`src/hdl/lnfw_pkg.sv`:
```
// shared types and constants for the lcd number field writer
`default_nettype none

package lnfw_pkg;

    localparam int MAX_DIGITS  = 16;
    localparam int DIG_IDX_W   = 4;
    localparam int CNT_W       = 5;
    localparam int MAG_W       = 16;
    localparam int QUEUE_DEPTH = 2;

    // divide by ten: (v * 0xCCCD) >> 19 is exact for every 16-bit v
    localparam logic [2*MAG_W-1:0] DIV10_RECIP = 32'd52429;
    localparam int                 DIV10_SHIFT = 19;

    localparam logic [1:0] MODE_UDEC = 2'd0;
    localparam logic [1:0] MODE_SDEC = 2'd1;
    localparam logic [1:0] MODE_HEX  = 2'd2;
    localparam logic [1:0] MODE_BIN  = 2'd3;

    localparam logic [1:0] LINE_ONE = 2'd1;
    localparam logic [1:0] LINE_TWO = 2'd2;

    localparam logic [7:0] CMD_SET_CURSOR  = 8'h80;
    localparam logic [7:0] LINE_TWO_OFFSET = 8'h40;
    localparam logic [7:0] CHAR_ZERO       = 8'h30;
    localparam logic [7:0] CHAR_A          = 8'h41;
    localparam logic [7:0] CHAR_PLUS       = 8'h2B;
    localparam logic [7:0] CHAR_MINUS      = 8'h2D;

    typedef struct packed {
        logic                             has_cmd;
        logic [7:0]                       cmd_byte;
        logic                             has_sign;
        logic                             neg;
        logic [CNT_W-1:0]                 count;
        logic [MAX_DIGITS-1:0][3:0]       digits;
    } job_t;

    typedef enum logic [2:0] {
        F_IDLE = 3'b001,
        F_CONV = 3'b010,
        F_PUSH = 3'b100
    } front_state_t;

    typedef enum logic [3:0] {
        B_IDLE  = 4'b0001,
        B_CMD   = 4'b0010,
        B_SIGN  = 4'b0100,
        B_DIGIT = 4'b1000
    } back_state_t;

    function automatic logic [7:0] digit_char(input logic [3:0] d);
        logic [7:0] ch;
        if (d < 4'd10) begin
            ch = CHAR_ZERO + 8'(d);
        end else begin
            ch = CHAR_A + 8'(d) - 8'd10;
        end
        return ch;
    endfunction

endpackage

`default_nettype wire

```
`src/hdl/lnfw_front.sv`:
```
// front end: takes a request, builds the cursor command and sign, converts digits
`default_nettype none

module lnfw_front
    import lnfw_pkg::*;
#(
    parameter int NUMBER_WIDTH = 16
) (
    input  wire logic             aclk,
    input  wire logic             aresetn,
    input  wire logic             s_valid,
    output logic                  s_ready,
    input  wire logic [1:0]       mode,
    input  wire logic [1:0]       line,
    input  wire logic [4:0]       column,
    input  wire logic [MAG_W-1:0] number,
    input  wire logic [4:0]       digit_count,
    output logic                  q_valid,
    input  wire logic             q_ready,
    output job_t                  q_data
);

    localparam int VW = (NUMBER_WIDTH < MAG_W) ? NUMBER_WIDTH : MAG_W;

    front_state_t           state_reg, state_next;
    job_t                   job_reg;
    logic [MAG_W-1:0]       val_reg;
    logic [1:0]             mode_reg;
    logic [DIG_IDX_W-1:0]   idx_reg, idx_next;

    logic [VW-1:0]          val_in;
    logic [VW-1:0]          neg_val;
    logic                   neg;
    logic [MAG_W-1:0]       mag;
    logic                   has_cmd;
    logic [7:0]             cmd_byte;
    logic [CNT_W-1:0]       cnt_sat;
    logic                   has_writes;
    logic                   accept;

    logic [2*MAG_W-1:0]     prod;
    logic [MAG_W-1:0]       quot10;
    logic [MAG_W-1:0]       rem10;
    logic [3:0]             dig;
    logic [MAG_W-1:0]       quot;
    logic                   conv_done;

    // classify the incoming request
    always_comb begin
        val_in  = number[VW-1:0];
        neg_val = ~val_in + {{(VW-1){1'b0}}, 1'b1};
        // the sign bit lies outside the 16-bit field when the number is wider
        neg     = (mode == MODE_SDEC) && (NUMBER_WIDTH <= MAG_W) && val_in[VW-1];
        mag     = neg ? MAG_W'(neg_val) : MAG_W'(val_in);

        unique case (line)
            LINE_ONE: begin
                has_cmd  = 1'b1;
                cmd_byte = CMD_SET_CURSOR | (8'(column) - 8'd1);
            end
            LINE_TWO: begin
                has_cmd  = 1'b1;
                cmd_byte = CMD_SET_CURSOR | (8'(column) - 8'd1 + LINE_TWO_OFFSET);
            end
            default: begin
                has_cmd  = 1'b0;
                cmd_byte = CMD_SET_CURSOR;
            end
        endcase

        cnt_sat    = (digit_count > CNT_W'(MAX_DIGITS)) ? CNT_W'(MAX_DIGITS) : digit_count;
        has_writes = has_cmd || (mode == MODE_SDEC) || (cnt_sat != '0);
        accept     = s_valid && (state_reg == F_IDLE);
    end

    // one digit per cycle, least significant first
    always_comb begin
        prod   = {{MAG_W{1'b0}}, val_reg} * DIV10_RECIP;
        quot10 = MAG_W'(prod >> DIV10_SHIFT);
        rem10  = val_reg - ((quot10 << 3) + (quot10 << 1));
        case (mode_reg)
            MODE_HEX: begin
                dig  = val_reg[3:0];
                quot = val_reg >> 4;
            end
            MODE_BIN: begin
                dig  = {3'b000, val_reg[0]};
                quot = val_reg >> 1;
            end
            default: begin
                dig  = rem10[3:0];
                quot = quot10;
            end
        endcase
        conv_done = ((CNT_W'(idx_reg) + CNT_W'(1)) == job_reg.count);
    end

    always_comb begin
        state_next = state_reg;
        idx_next   = idx_reg;
        unique case (state_reg)
            F_IDLE: begin
                idx_next = '0;
                if (accept && has_writes) begin
                    state_next = (cnt_sat != '0) ? F_CONV : F_PUSH;
                end
            end
            F_CONV: begin
                idx_next = idx_reg + DIG_IDX_W'(1);
                if (conv_done) begin
                    state_next = F_PUSH;
                end
            end
            F_PUSH: begin
                if (q_ready) begin
                    state_next = F_IDLE;
                end
            end
            default: begin
                state_next = F_IDLE;
            end
        endcase
    end

    always_ff @(posedge aclk) begin
        if (!aresetn) begin
            state_reg <= F_IDLE;
            idx_reg   <= '0;
        end else begin
            state_reg <= state_next;
            idx_reg   <= idx_next;
        end
    end

    always_ff @(posedge aclk) begin
        if (accept) begin
            job_reg.has_cmd  <= has_cmd;
            job_reg.cmd_byte <= cmd_byte;
            job_reg.has_sign <= (mode == MODE_SDEC);
            job_reg.neg      <= neg;
            job_reg.count    <= cnt_sat;
            val_reg          <= mag;
            mode_reg         <= mode;
        end else if (state_reg == F_CONV) begin
            job_reg.digits[idx_reg] <= dig;
            val_reg                 <= quot;
        end
    end

    assign s_ready = (state_reg == F_IDLE);
    assign q_valid = (state_reg == F_PUSH);
    assign q_data  = job_reg;

endmodule

`default_nettype wire

```
`src/hdl/lnfw_queue.sv`:
```
// two-entry queue of converted jobs between front and back
`default_nettype none

module lnfw_queue
    import lnfw_pkg::*;
(
    input  wire logic aclk,
    input  wire logic aresetn,
    input  wire logic in_valid,
    output logic      in_ready,
    input  wire job_t in_data,
    output logic      out_valid,
    input  wire logic out_ready,
    output job_t      out_data
);

    localparam int PTR_W   = $clog2(QUEUE_DEPTH);
    localparam int COUNT_W = $clog2(QUEUE_DEPTH + 1);

    job_t               entry_reg [QUEUE_DEPTH];
    logic [PTR_W-1:0]   wr_ptr_reg, wr_ptr_next;
    logic [PTR_W-1:0]   rd_ptr_reg, rd_ptr_next;
    logic [COUNT_W-1:0] count_reg, count_next;
    logic               push;
    logic               pop;

    always_comb begin
        in_ready    = (count_reg != COUNT_W'(QUEUE_DEPTH));
        out_valid   = (count_reg != '0);
        push        = in_valid && in_ready;
        pop         = out_valid && out_ready;
        wr_ptr_next = wr_ptr_reg;
        rd_ptr_next = rd_ptr_reg;
        if (push) begin
            wr_ptr_next = (wr_ptr_reg == PTR_W'(QUEUE_DEPTH - 1)) ? '0
                                                                 : wr_ptr_reg + PTR_W'(1);
        end
        if (pop) begin
            rd_ptr_next = (rd_ptr_reg == PTR_W'(QUEUE_DEPTH - 1)) ? '0
                                                                 : rd_ptr_reg + PTR_W'(1);
        end
        count_next = count_reg + COUNT_W'(push) - COUNT_W'(pop);
    end

    always_ff @(posedge aclk) begin
        if (!aresetn) begin
            wr_ptr_reg <= '0;
            rd_ptr_reg <= '0;
            count_reg  <= '0;
        end else begin
            wr_ptr_reg <= wr_ptr_next;
            rd_ptr_reg <= rd_ptr_next;
            count_reg  <= count_next;
        end
    end

    always_ff @(posedge aclk) begin
        if (push) begin
            entry_reg[wr_ptr_reg] <= in_data;
        end
    end

    assign out_data = entry_reg[rd_ptr_reg];

endmodule

`default_nettype wire

```
`src/hdl/lnfw_back.sv`:
```
// back end: sends the command, sign and digit writes of one job through an output register
`default_nettype none

module lnfw_back
    import lnfw_pkg::*;
(
    input  wire logic aclk,
    input  wire logic aresetn,
    input  wire logic q_valid,
    output logic      q_ready,
    input  wire job_t q_data,
    output logic      m_valid,
    input  wire logic m_ready,
    output logic      m_is_data,
    output logic [7:0] m_byte,
    output logic      m_last
);

    back_state_t      state_reg, state_next;
    job_t             job_reg;
    logic [CNT_W-1:0] cnt_reg, cnt_next;
    logic             m_valid_reg, m_valid_next;
    logic             m_is_data_reg, m_is_data_next;
    logic [7:0]       m_byte_reg, m_byte_next;
    logic             m_last_reg, m_last_next;

    logic             out_free;
    logic             load;
    logic [CNT_W-1:0] cnt_m1;

    always_comb begin
        out_free       = !m_valid_reg || m_ready;
        load           = (state_reg == B_IDLE) && q_valid;
        cnt_m1         = cnt_reg - CNT_W'(1);
        state_next     = state_reg;
        cnt_next       = cnt_reg;
        m_valid_next   = m_valid_reg && !m_ready;
        m_is_data_next = m_is_data_reg;
        m_byte_next    = m_byte_reg;
        m_last_next    = m_last_reg;

        unique case (state_reg)
            B_IDLE: begin
                if (q_valid) begin
                    cnt_next = q_data.count;
                    if (q_data.has_cmd) begin
                        state_next = B_CMD;
                    end else if (q_data.has_sign) begin
                        state_next = B_SIGN;
                    end else begin
                        state_next = B_DIGIT;
                    end
                end
            end
            B_CMD: begin
                if (out_free) begin
                    m_valid_next   = 1'b1;
                    m_is_data_next = 1'b0;
                    m_byte_next    = job_reg.cmd_byte;
                    m_last_next    = !job_reg.has_sign && (cnt_reg == '0);
                    if (job_reg.has_sign) begin
                        state_next = B_SIGN;
                    end else if (cnt_reg != '0) begin
                        state_next = B_DIGIT;
                    end else begin
                        state_next = B_IDLE;
                    end
                end
            end
            B_SIGN: begin
                if (out_free) begin
                    m_valid_next   = 1'b1;
                    m_is_data_next = 1'b1;
                    m_byte_next    = job_reg.neg ? CHAR_MINUS : CHAR_PLUS;
                    m_last_next    = (cnt_reg == '0);
                    state_next     = (cnt_reg != '0) ? B_DIGIT : B_IDLE;
                end
            end
            B_DIGIT: begin
                if (out_free) begin
                    // digits were stored least significant first, read them back down
                    m_valid_next   = 1'b1;
                    m_is_data_next = 1'b1;
                    m_byte_next    = digit_char(job_reg.digits[cnt_m1[DIG_IDX_W-1:0]]);
                    m_last_next    = (cnt_m1 == '0);
                    cnt_next       = cnt_m1;
                    if (cnt_m1 == '0) begin
                        state_next = B_IDLE;
                    end
                end
            end
            default: begin
                state_next = B_IDLE;
            end
        endcase
    end

    always_ff @(posedge aclk) begin
        if (!aresetn) begin
            state_reg   <= B_IDLE;
            cnt_reg     <= '0;
            m_valid_reg <= 1'b0;
        end else begin
            state_reg   <= state_next;
            cnt_reg     <= cnt_next;
            m_valid_reg <= m_valid_next;
        end
    end

    always_ff @(posedge aclk) begin
        m_is_data_reg <= m_is_data_next;
        m_byte_reg    <= m_byte_next;
        m_last_reg    <= m_last_next;
        if (load) begin
            job_reg <= q_data;
        end
    end

    assign q_ready   = (state_reg == B_IDLE);
    assign m_valid   = m_valid_reg;
    assign m_is_data = m_is_data_reg;
    assign m_byte    = m_byte_reg;
    assign m_last    = m_last_reg;

endmodule

`default_nettype wire

```
`src/hdl/lcd_number_field_writer.sv`:
```
// the front converts one digit per cycle (reciprocal multiply for decimal) and takes
// a new request only after pushing the last job into the queue; the back sends one
// bus write per cycle while m_tready is high, and a two-entry queue lets them overlap;
// a request makes up to 18 writes (cursor command, sign and up to sixteen digits)
// reset: synchronous active-low aresetn empties the queue and drops any pending write
`default_nettype none

module lcd_number_field_writer
    import lnfw_pkg::*;
#(
    parameter int NUMBER_WIDTH = 16
) (
    input  wire logic        aclk,
    input  wire logic        aresetn,
    input  wire logic        s_tvalid,
    output logic             s_tready,
    // mode[1:0], line[3:2], column[8:4], number[24:9], digit_count[29:25], zero[31:30]
    input  wire logic [31:0] s_tdata,
    output logic             m_tvalid,
    input  wire logic        m_tready,
    // bus_byte[7:0]
    output logic [7:0]       m_tdata,
    // is_data[0]
    output logic             m_tuser,
    output logic             m_tlast
);

    logic fq_valid, fq_ready;
    job_t fq_data;
    logic qb_valid, qb_ready;
    job_t qb_data;

    lnfw_front #(
        .NUMBER_WIDTH(NUMBER_WIDTH)
    ) u_front (
        .aclk       (aclk),
        .aresetn    (aresetn),
        .s_valid    (s_tvalid),
        .s_ready    (s_tready),
        .mode       (s_tdata[1:0]),
        .line       (s_tdata[3:2]),
        .column     (s_tdata[8:4]),
        .number     (s_tdata[24:9]),
        .digit_count(s_tdata[29:25]),
        .q_valid    (fq_valid),
        .q_ready    (fq_ready),
        .q_data     (fq_data)
    );

    lnfw_queue u_queue (
        .aclk     (aclk),
        .aresetn  (aresetn),
        .in_valid (fq_valid),
        .in_ready (fq_ready),
        .in_data  (fq_data),
        .out_valid(qb_valid),
        .out_ready(qb_ready),
        .out_data (qb_data)
    );

    lnfw_back u_back (
        .aclk     (aclk),
        .aresetn  (aresetn),
        .q_valid  (qb_valid),
        .q_ready  (qb_ready),
        .q_data   (qb_data),
        .m_valid  (m_tvalid),
        .m_ready  (m_tready),
        .m_is_data(m_tuser),
        .m_byte   (m_tdata),
        .m_last   (m_tlast)
    );

endmodule

`default_nettype wire

```
`config.mk`:
```
export PLATFORM = sky130hd
export DESIGN_NAME = lcd_number_field_writer
export DESIGN_NICKNAME = d
export VERILOG_FILES = /design/src/hdl/lnfw_pkg.sv /design/src/hdl/lnfw_front.sv /design/src/hdl/lnfw_queue.sv /design/src/hdl/lnfw_back.sv /design/src/hdl/lcd_number_field_writer.sv
export SDC_FILE = /design/constraint.sdc
export NUM_CORES = 1
export LEC_CHECK = 0
export BUFFER_PORTS_ARGS = -buffer_cell sky130_fd_sc_hd__clkbuf_2
export CORE_MARGIN = 3
export CORE_UTILIZATION = 47
export CTS_CLUSTER_DIAMETER = 200
export DETAILED_ROUTE_END_ITERATION = 16
export HOLD_SLACK_MARGIN = 0.05
export SLEW_MARGIN = 20
export SYNTH_ARGS = -nofsm -noshare
export SYNTH_HDL_FRONTEND = slang
export SYNTH_SLANG_ARGS = --single-unit
```
`constraint.sdc`:
```
create_clock -name aclk -period 18.75 [get_ports aclk]
set_input_delay 1.875 -clock aclk [delete_from_list [all_inputs] [get_ports aclk]]
set_output_delay 1.875 -clock aclk [all_outputs]
set_load 0.005 [all_outputs]
```
### After elaboration in Yosys (flattened, before gate mapping)

Memories as Yosys holds them, arrays and structs flattened. A register that Yosys moved wholly into a read port is not among the register bits.
Index checks and enable logic that the tools add are counted.

| operators by class | value |
|---|---|
| add/subtract/negate cells | 15 |
| $mul | 1 |
| $lt $le $gt $ge | 5 |
| equal/unequal tests | 23 |
| multiplexer cells | 53 |
| bitwise operators | 2 |
| reductions and logical operators | 33 |

Operator list:

| kind | number |
|---|---|
| $bwmux 64 | 1 |
| $mux 16 | 3 |
| $mux 4 | 11 |
| $mul 16x16->32 const B | 1 |
| $mux 8 | 4 |
| $pmux 15 s2 | 1 |
| $pmux 8 s3 | 1 |
| $add 16x1->16 const B | 1 |
| $bmux 4 s4 | 1 |
| $demux 4 s4 | 1 |
| $not 16->16 | 1 |
| $pmux 4 s2 | 2 |
| $pmux 4 s4 | 1 |
| $mux 3 | 5 |
| $mux 5 | 3 |
| $mux 1 | 14 |
| $ne 2x1->1 const B | 7 |
| $pmux 7 s2 | 1 |
| $logic_not 5->1 | 2 |
| $lt 4x5->1 const B | 2 |
| $pmux 5 s2 | 1 |
| $reduce_bool 2->1 | 5 |
| $reduce_bool 5->1 | 2 |
| $pmux 3 s3 | 1 |
| other kinds (40) | 60 |

| word-level totals | value |
|---|---|
| register bits after elaboration | 203 |
| bits in writable memories | 160 |
| input port bits | 36 |
| output and inout bits | 12 |
| word-level logic and storage cells | 186 |
| memories kept | 1 |

Memory list:

| memory | words | width | rd ports | clocked after Yosys merged registers in | wr ports | line | text |
|---|---|---|---|---|---|---|---|
| u_queue.entry_reg | 2 | 80 | 1 | 1 | 1 | lnfw_queue.sv:20 | `job_t entry_reg [QUEUE_DEPTH];` |

### Logic depth before layout (Yosys ltp)

Gate-level depths: netlist (run 1).

| logic depth | value |
|---|---|
| depth in word-level cells | 8 |
| mapped depth | 24 |
| depth with buffers taken out | 24 |

### By module

Synthesis (run 1) repeated with hierarchy kept, for this count alone.

| second synthesis, totals | value |
|---|---|
| cell total of the unflattened synthesis | 1357 |
| area total of the unflattened synthesis | 19088.3 um^2 |

By module, submodules not included:

| module | times used | cells each | area each (um^2) |
|---|---|---|---|
| lnfw_front | 1 | 839 | 9115.0 |
| lnfw_queue | 1 | 278 | 6065.8 |
| lnfw_back | 1 | 240 | 3907.5 |

### Worst setup path before layout (run 1)

No wires, ideal clock.

| timing | value |
|---|---|
| path type | register to register |
| start | register u_front.val_reg[6] |
| end | register u_front.job_reg, in the netlist u_front.q_data[10], data pin |
| data arrival time | 5.829 ns |
| required time | 18.420 ns |
| path slack | 12.591 ns |
| cell stages (with the launch flop) | 20 |
| cells stage by stage | edfxtp_1 > ha_1 > inv_1 > fa_1 > inv_1 > fa_1 > fa_1 > fa_1 > inv_1 > fa_1 > inv_1 > ha_1 > nand4_2 > a21o_1 > a31oi_1 > nor2_1 > xnor2_1 > ha_1 > xor2_1 > o21ai_0 |

| on the way | value |
|---|---|
| cells in the longest elaborated chain, start to end | 5 |

RTL lines:

| what | line | text |
|---|---|---|
| start, declared | lnfw_front.sv:27 | `logic [MAG_W-1:0] val_reg;` |
| start signal, assigned | lnfw_front.sv:142 | `val_reg <= mag;` |
| start signal, assigned | lnfw_front.sv:146 | `val_reg <= quot;` |
| $mul 16x16->32 | lnfw_front.sv:78 | `prod = {{MAG_W{1'b0}}, val_reg} * DIV10_RECIP;` |
| $add 4x4->4 | lnfw_front.sv:80 | `rem10 = val_reg - ((quot10 << 3) + (quot10 << 1));` |
| $sub 4x4->4 | lnfw_front.sv:80 |  |
| $pmux 4 s2 | lnfw_front.sv:81 | `case (mode_reg)` |
| via u_front.dig[2] | lnfw_front.sv:44 | `logic [3:0] dig;` |
| $bwmux 64 | lnfw_front.sv:145 | `job_reg.digits[idx_reg] <= dig;` |
| end, declared | lnfw_front.sv:26 | `job_t job_reg;` |

The timed path passes the listed nets, and every way through them passes these cells.
A chain may end at the register's enable or synchronous reset.

### Worst setup path in the final report (run 1)

| timing | value |
|---|---|
| start | register u_front.val_reg[6] |
| end | register u_front.job_reg, in the netlist u_front.q_data[59], data pin |

Same word-level chain as after synthesis.

==> results of run 1 <==
[routing by layer]
layer / share of wire / GRT usage / vias to the layer above
met5: 0 / 0 / -
met4: 0.025 / 0.0586 / 0
met3: 0.038 / 0.0313 / 55
met2: 0.49 / 0.307 / 172
met1: 0.45 / 0.248 / 5076
li1: - / - / 4858
[kinds of logic after synthesis]
| logic type | after synthesis | synth area share |
|---|---|---|
| AO/OA/AOI/OAI | 141 | 0.0509 |
| XOR/XNOR | 46 | 0.0223 |
| adder cells (fa/ha/maj) | 227 | 0.184 |
| buffers and inverters | 208 | 0.0428 |
| flip-flops | 360 | 0.566 |
| multiplexers | 104 | 0.0721 |
| AND/OR/NAND/NOR | 232 | 0.0620 |
[stage by stage]
stage | hold WS (ns) | util | instance area (µm²)
after CTS | 0.427 | 0.533 | 20800
after global routing | 0.429 | 0.533 | 20800
final | 0.430 | 0.533 | 20800
after detailed placement | 0.430 | 0.502 | 19600
after floorplan | 0.421 | - | 18700
after global placement | 0.422 | 0.502 | 19600
[cell type report]
class,count,area [µm²],share of cell area
Clock buffer,48,1010,0.0486
Clock inverter,22,206,0.00993
Inverter,181,679,0.0327
Multi-Input combinational cell,750,7360,0.354
Sequential cell,360,10600,0.509
Tap cell,518,648,0.0312
Timing Repair Buffer,55,300,0.0144
[placed cells by master (no fill, tap or decap), drive strengths merged, types with 28 or more instances in the layout]
cell	n
nor2	87
ha	147
edfxtp	338
clkbuf	93
nand2	55
inv	182
fa	80
o21ai	28
mux2	75
a21oi	43
[worst max-delay path, delay by kind of cell (launching register included)]
family | cells | cell delay (ns)
adder cells (fa/ha/maj) | 8 | 3.86
AO/OA/AOI/OAI | 4 | 1.40
flip-flops | 1 | 0.59
XOR/XNOR | 2 | 0.39
AND/OR/NAND/NOR | 2 | 0.26
buffers and inverters | 4 | 0.24
[worst min path at each step]
stage          cells after the start                   startpoint  slack (ns)                           endpoint
6_report                           0  u_front.q_data[3]$_DFFE_PP_        0.43  u_queue.entry_reg[0][3]$_DFFE_PP_
5_1_grt                            0  u_front.q_data[3]$_DFFE_PP_        0.43  u_queue.entry_reg[0][3]$_DFFE_PP_
4_1_cts                            0  u_front.q_data[3]$_DFFE_PP_        0.43  u_queue.entry_reg[0][3]$_DFFE_PP_
3_5_place_dp                       0  u_front.q_data[1]$_DFFE_PP_        0.43  u_queue.entry_reg[1][1]$_DFFE_PP_
3_3_place_gp                       0  u_front.q_data[9]$_DFFE_PP_        0.42  u_queue.entry_reg[0][9]$_DFFE_PP_
2_1_floorplan                      0  u_front.q_data[0]$_DFFE_PP_        0.42  u_queue.entry_reg[0][0]$_DFFE_PP_
==> flow_summary.json, run 1 <==
{
  "status": "completed",
  "synth_seq_area_share": 0.566,
  "rows": 72,
  "maxCapViolCount": 0,
  "clk_pin_slew_ns": 0.06,
  "cts_sinks": 360,
  "skew_ns": 0.0166,
  "vias_per_cell": 5.25,
  "crit_path_start": "u_front.val_reg[6]$_DFFE_PP_",
  "pre_cts_ws_ns": 11.65,
  "clock_latency_ns": 0.54,
  "finalSetupViolations": 0,
  "synth-async-reset-ratio": 0,
  "synth_most_common_cell": "edfxtp_1",
  "reg2reg_depth": 20,
  "die_w_um": 206,
  "cts_htree_levels": 2,
  "layout-drive-gt1-share": 0.162,
  "cpMostUsedCell": "fa_1",
  "dp_hpwl_um": 26500,
  "setup_tns_ns": 0,
  "end_kind": "register",
  "drtPass1Iterations": 5,
  "synth.top_cell.area_share": 0.542,
  "critPathMaxStageDelay_ns": 0.70,
  "worst_pin_slew_ns": 1.11,
  "crit_path_end": "u_front.q_data[59]$_DFFE_PP_",
  "dieArea_um2": 42200,
  "period_minus_slack_ns": 7.10,
  "netlist_top_cells_area": "edfxtp_1 54%, ha_1 9.8%, fa_1 8.6%",
  "cts-buffers-inserted": 39,
  "grt_max_degree": 76,
  "stdcell_count": 1934,
  "drc": 0,
  "antenna_found_initial": 0,
  "fin_ws_ns": 11.65,
  "routed_wl_um": 37600,
  "synthCells": 1318,
  "port_buffers": 45,
  "ys_warn_count": 0,
  "gp_congestion": 0.912,
  "die_h_um": 206,
  "cp-start-kind": "register",
  "grt_pass1_vias": 10590,
  "dr_total_vias": 10161,
  "reg2reg_from": "u_front.val_reg[6]$_DFFE_PP_",
  "start_util": 0.480,
  "ff2ff_setup_slack_ns": 11.65,
  "maxSlewViolCount": 0,
  "yosysTopAreaCell": "edfxtp_1",
  "cts_tree": "built",
  "cts_setup_buffers": 0,
  "hold_violations": 0,
  "synthTopCellsByCount": "338 x edfxtp_1, 177 x inv_1, 147 x ha_1, 85 x nor2_1, 80 x fa_1",
  "clockBufferDepth": 3,
  "synth.avg_cell_area_um2": 14.2,
  "synth_ff_type": "edfxtp_1",
  "wl_per_cell_um": 19.5,
  "rsz0062_at_grt": "false",
  "min_period_over_period": 0.379,
  "grt_first_pass_wirelength_um": 59000,
  "initialDrtViolationCount": 456,
  "crit_type": "reg -> reg",
  "largest_register_ffs": 158,
  "dp_cells": 1864,
  "antenna_left": 0,
  "max_clock_freq_mhz": 141,
  "nNetsFinal": 1650,
  "synth_edf_count": 338,
  "ys_seq_elements": 360,
  "io-pin-count": 48,
  "critical_path_arrival_ns": 7.31,
  "post_cts_resized": 0,
  "crit_slowest_cell": "o21ai_2",
  "r2r-end": "u_front.q_data[59]$_DFFE_PP_",
  "hold_class": "reg -> reg",
  "cts-hold-fix-buffers": 0,
  "syn_nets": 1581,
  "coreArea_um2": 39000,
  "cp.required_ns": 18.96,
  "fillers": 3220,
  "netlist_area_um2": 18700,
  "gr-usage-all-layers": 0.184,
  "cts_root_buf": "clkbuf_16",
  "grt-ovfl-total": 0,
  "synth_cell_types": 78,
  "crit_chain": "ha_1 > inv_1 > fa_1 > inv_1 > fa_1 > fa_1 > fa_1 > inv_1 > fa_1 > inv_1 > ha_1 > nand4_2 > a21o_1 > a31oi_1 > nor2_1 > xnor2_1 > ha_1 > a211oi_1 > xnor2_1 > o21ai_2",
  "cp_max_fo": 16,
  "maxSlewHeadroom": 0.263,
  "diodes": 0,
  "area_growth_pct": 11.1
}
Power of run 1 is left out: the tool's default activity adds up to more than one toggle a clock period on the data nets, which glitch-free logic cannot reach.
==> run 2: changes to the inputs <==
Clock period 18.75 ns to 7.5 ns, I/O delays scaled along.
==> flow_summary.json, run 2 (synthesized netlist as in run 1, its figures left out) <==
{
  "cp_max_fo": 16,
  "dr_total_vias": 10217,
  "rsz0062_at_grt": "false",
  "design_area_um2": 20800,
  "crit_type": "reg -> reg",
  "reg2reg_depth": 21,
  "post_cts_resized": 0,
  "fillers": 3231,
  "cpMostUsedCell": "fa_1",
  "cts_root_buf": "clkbuf_16",
  "fin_ws_ns": 0.936,
  "layout_common_cells": "338 x edfxtp_1, 177 x inv_1, 147 x ha_1",
  "cp.depth": 21,
  "grt_pass1_vias": 10886,
  "max_clock_freq_mhz": 152,
  "maxSlewHeadroom": 0.257,
  "wl_per_cell_um": 19.4,
  "antenna_found_initial": 1,
  "cp-start-kind": "register",
  "clock_latency_ns": 0.55,
  "dp_hpwl_um": 26600,
  "skew_ns": 0.0236,
  "ff_latch_area_um2": 10600,
  "layout-drive-gt1-share": 0.163,
  "start_util": 0.480,
  "hold_depth": 1,
  "critPathBufInv": 5,
  "die_w_um": 206,
  "clockBufferDepth": 3,
  "rows": 72,
  "cp.required_ns": 7.77,
  "critical_path_arrival_ns": 6.83,
  "end_kind": "register",
  "min_period_over_period": 0.875,
  "grt-ovfl-total": 0,
  "antenna_left": 0,
  "grt_first_pass_wirelength_um": 60300,
  "gr-usage-all-layers": 0.188,
  "diodes": 0,
  "nNetsFinal": 1656,
  "maxCapViolCount": 0,
  "initialDrtViolationCount": 623,
  "clk_pin_slew_ns": 0.06,
  "area_growth_pct": 11.1,
  "grt_max_degree": 76,
  "setup_tns_ns": 0,
  "worst_pin_slew_ns": 1.11,
  "critPathMaxStageDelay_ns": 0.60,
  "maxSlewViolCount": 0,
  "coreArea_um2": 39000,
  "vias_per_cell": 5.27,
  "drtPass1Iterations": 5,
  "routed_wl_um": 37600,
  "crit_family": "adder cells",
  "largest_register_ffs": 158,
  "hold_class": "in -> reg",
  "multiInputGateArea_um2": 7350,
  "gp_congestion": 0.889,
  "cts_tree": "built",
  "cts_htree_levels": 2,
  "port_buffers": 45,
  "pre_cts_ws_ns": 0.965,
  "hold_violations": 0,
  "drc": 0,
  "cts-buffers-inserted": 39,
  "cts_sinks": 360,
  "final_common_cell": "edfxtp_1",
  "dieArea_um2": 42200,
  "finalSetupViolations": 0,
  "status": "completed",
  "postPlaceCellArea_um2": 19600,
  "crit_slowest_cell": "edfxtp_1",
  "io-pin-count": 48,
  "crit_chain": "ha_1 > inv_1 > fa_1 > inv_1 > fa_1 > fa_1 > fa_1 > inv_1 > fa_1 > inv_1 > ha_1 > nand4_2 > a21o_1 > a31oi_1 > nor2_1 > xnor2_1 > ha_1 > a211oi_1 > xnor2_1 > o21ai_1 > buf_4",
  "cts_setup_buffers": 0,
  "period_minus_slack_ns": 6.56,
  "die_h_um": 206,
  "cts-hold-fix-buffers": 0
}
run 2: path summary, 6_finish.rpt:
path | end | start | slack [ns]
worst max-delay path | u_front.q_data[27]$_DFFE_PP_ | u_front.val_reg[7]$_DFFE_PP_ | 0.94
worst min register to register | u_queue.entry_reg[0][6]$_DFFE_PP_ | u_front.q_data[6]$_DFFE_PP_ | 0.43
worst max register to register | u_front.q_data[27]$_DFFE_PP_ | u_front.val_reg[7]$_DFFE_PP_ | 0.94
worst min-delay path | u_front.mode_reg[0]$_DFFE_PP_ | s_tdata[0] | 0.38
run 2: area by class of cell:
| cell class | instances | area share |
|---|---|---|
| clock buffer | 53 | 0.0500 |
| multi-input combinational | 750 | 0.354 |
| tap | 518 | 0.0312 |
| clock inverter | 15 | 0.00638 |
| timing repair buffer | 61 | 0.0166 |
| inverter | 181 | 0.0327 |
| sequential | 360 | 0.510 |
run 2: layer usage:
layer | vias up | global-route usage | wire length (µm)
met2 | 190 | 0.321 | 18700
met3 | 51 | 0.0424 | 1840
met4 | 2 | 0.0437 | 640
met1 | 5110 | 0.245 | 16400
met5 | - | 0 | 8
li1 | 4864 | - | -
run 2: through the flow:
step / utilization / hold slack, ns / instances
2_1_floorplan: - / 0.421 / 1318
3_3_place_gp: 0.503 / 0.422 / 1870
3_5_place_dp: 0.503 / 0.431 / 1870
4_1_cts: 0.533 / 0.350 / 1938
5_1_grt: 0.533 / 0.355 / 1938
6_report: 0.533 / 0.382 / 1938
Power of run 2 is left out for the same reason.
==> run 3: changes to the inputs <==
Settings changed: PLACE_DENSITY_LB_ADDON from default to 0.3.
==> flow_summary.json, run 3 (synthesized netlist as in run 1, its figures left out) <==
{
  "gr-usage-all-layers": 0.182,
  "cts-buffers-inserted": 39,
  "status": "completed",
  "hold_depth": 1,
  "wl_per_cell_um": 19.1,
  "stdcell_count": 1940,
  "dieArea_um2": 42200,
  "dp_hpwl_um": 26200,
  "rsz0062_at_grt": "false",
  "drtPass1Iterations": 5,
  "cts_setup_buffers": 0,
  "clk_pin_slew_ns": 0.06,
  "antenna_left": 0,
  "cts_htree_levels": 2,
  "antenna_found_initial": 0,
  "cts_tree": "built",
  "dr_total_vias": 10315,
  "finalSetupViolations": 0,
  "critPathMaxStageDelay_ns": 0.56,
  "min_period_over_period": 0.870,
  "initialDrtViolationCount": 600,
  "routed_wl_um": 37100,
  "final_common_cell": "edfxtp_1",
  "hold_violations": 0,
  "layout_common_cells": "338 x edfxtp_1, 177 x inv_1, 147 x ha_1",
  "largest_register_ffs": 158,
  "cts_root_buf": "clkbuf_16",
  "cp-start-kind": "register",
  "postLayoutCoreUtil": 0.534,
  "nNetsFinal": 1657,
  "setup_tns_ns": 0,
  "crit_family": "adder cells",
  "coreArea_um2": 39000,
  "grt-ovfl-total": 0,
  "gp_congestion": 0.937,
  "hold_class": "in -> reg",
  "clock_latency_ns": 0.56,
  "maxSlewViolCount": 0,
  "dp_cells": 1871,
  "fillers": 3194,
  "die_h_um": 206,
  "maxCapViolCount": 0,
  "crit_slowest_cell": "edfxtp_1",
  "vias_per_cell": 5.32,
  "port_buffers": 45,
  "reg2reg_depth": 21,
  "clockBufferDepth": 3,
  "io-pin-count": 48,
  "crit_chain": "ha_1 > inv_1 > fa_1 > inv_1 > fa_1 > fa_1 > fa_1 > inv_1 > fa_1 > inv_1 > ha_1 > nand4_2 > a21o_1 > a31oi_1 > nor2_1 > xnor2_1 > ha_1 > a211oi_1 > xnor2_1 > o21ai_1 > buf_4",
  "start_util": 0.480,
  "layout-drive-gt1-share": 0.164,
  "diodes": 0,
  "cp_max_fo": 16,
  "end_kind": "register",
  "grt_pass1_vias": 10789,
  "grt_max_degree": 82,
  "critical_path_arrival_ns": 6.79,
  "area_growth_pct": 11.3,
  "crit_type": "reg -> reg",
  "maxSlewHeadroom": 0.212,
  "max_clock_freq_mhz": 153,
  "cpMostUsedCell": "fa_1",
  "cts_sinks": 360,
  "rows": 72,
  "whs_ns": 0.383,
  "grt_first_pass_wirelength_um": 58700,
  "period_minus_slack_ns": 6.52,
  "cts-hold-fix-buffers": 0,
  "critPathBufInv": 5,
  "drc": 0,
  "die_w_um": 206,
  "post_cts_resized": 0,
  "worst_pin_slew_ns": 1.17,
  "cp.depth": 21,
  "cp.required_ns": 7.77,
  "skew_ns": 0.0216
}
-- run 3: stage by stage --
stage | instance area (µm²) | setup slack [ns]
final | 20800 | 0.976
after global routing | 20800 | 0.679
after CTS | 20800 | 0.996
after detailed placement | 19600 | 1.01
after global placement | 19600 | 1.03
after floorplan | 18700 | 1.34
-- run 3: final timing paths --
| kind | startpoint | end | slack, ns |
|---|---|---|---|
| setup / recovery | u_front.val_reg[7]$_DFFE_PP_ | u_front.q_data[63]$_DFFE_PP_ | 0.98 |
| hold / removal | s_tdata[1] | u_front.mode_reg[1]$_DFFE_PP_ | 0.38 |
| setup reg to reg | u_front.val_reg[7]$_DFFE_PP_ | u_front.q_data[63]$_DFFE_PP_ | 0.98 |
| hold reg to reg | u_front.q_data[18]$_DFFE_PP_ | u_queue.entry_reg[0][18]$_DFFE_PP_ | 0.44 |
-- run 3: area by class of cell --
class                           instances  area [µm²]  area share
Sequential cell                       360       10600       0.509
Multi-Input combinational cell        750        7340       0.353
Clock buffer                           49        1030      0.0496
Inverter                              181         679      0.0326
Tap cell                              518         648      0.0311
Timing Repair Buffer                   62         357      0.0171
Clock inverter                         20         165     0.00793
-- run 3: metal layers --
| layer | GRT usage | vias up | part of all wire |
|---|---|---|---|
| met1 | 0.246 | 5144 | 0.44 |
| li1 | - | 4881 | - |
| met4 | 0.0659 | 0 | 0.029 |
| met5 | 0 | - | 0 |
| met2 | 0.301 | 229 | 0.48 |
| met3 | 0.0291 | 61 | 0.049 |
Power of run 3 is left out for the same reason.
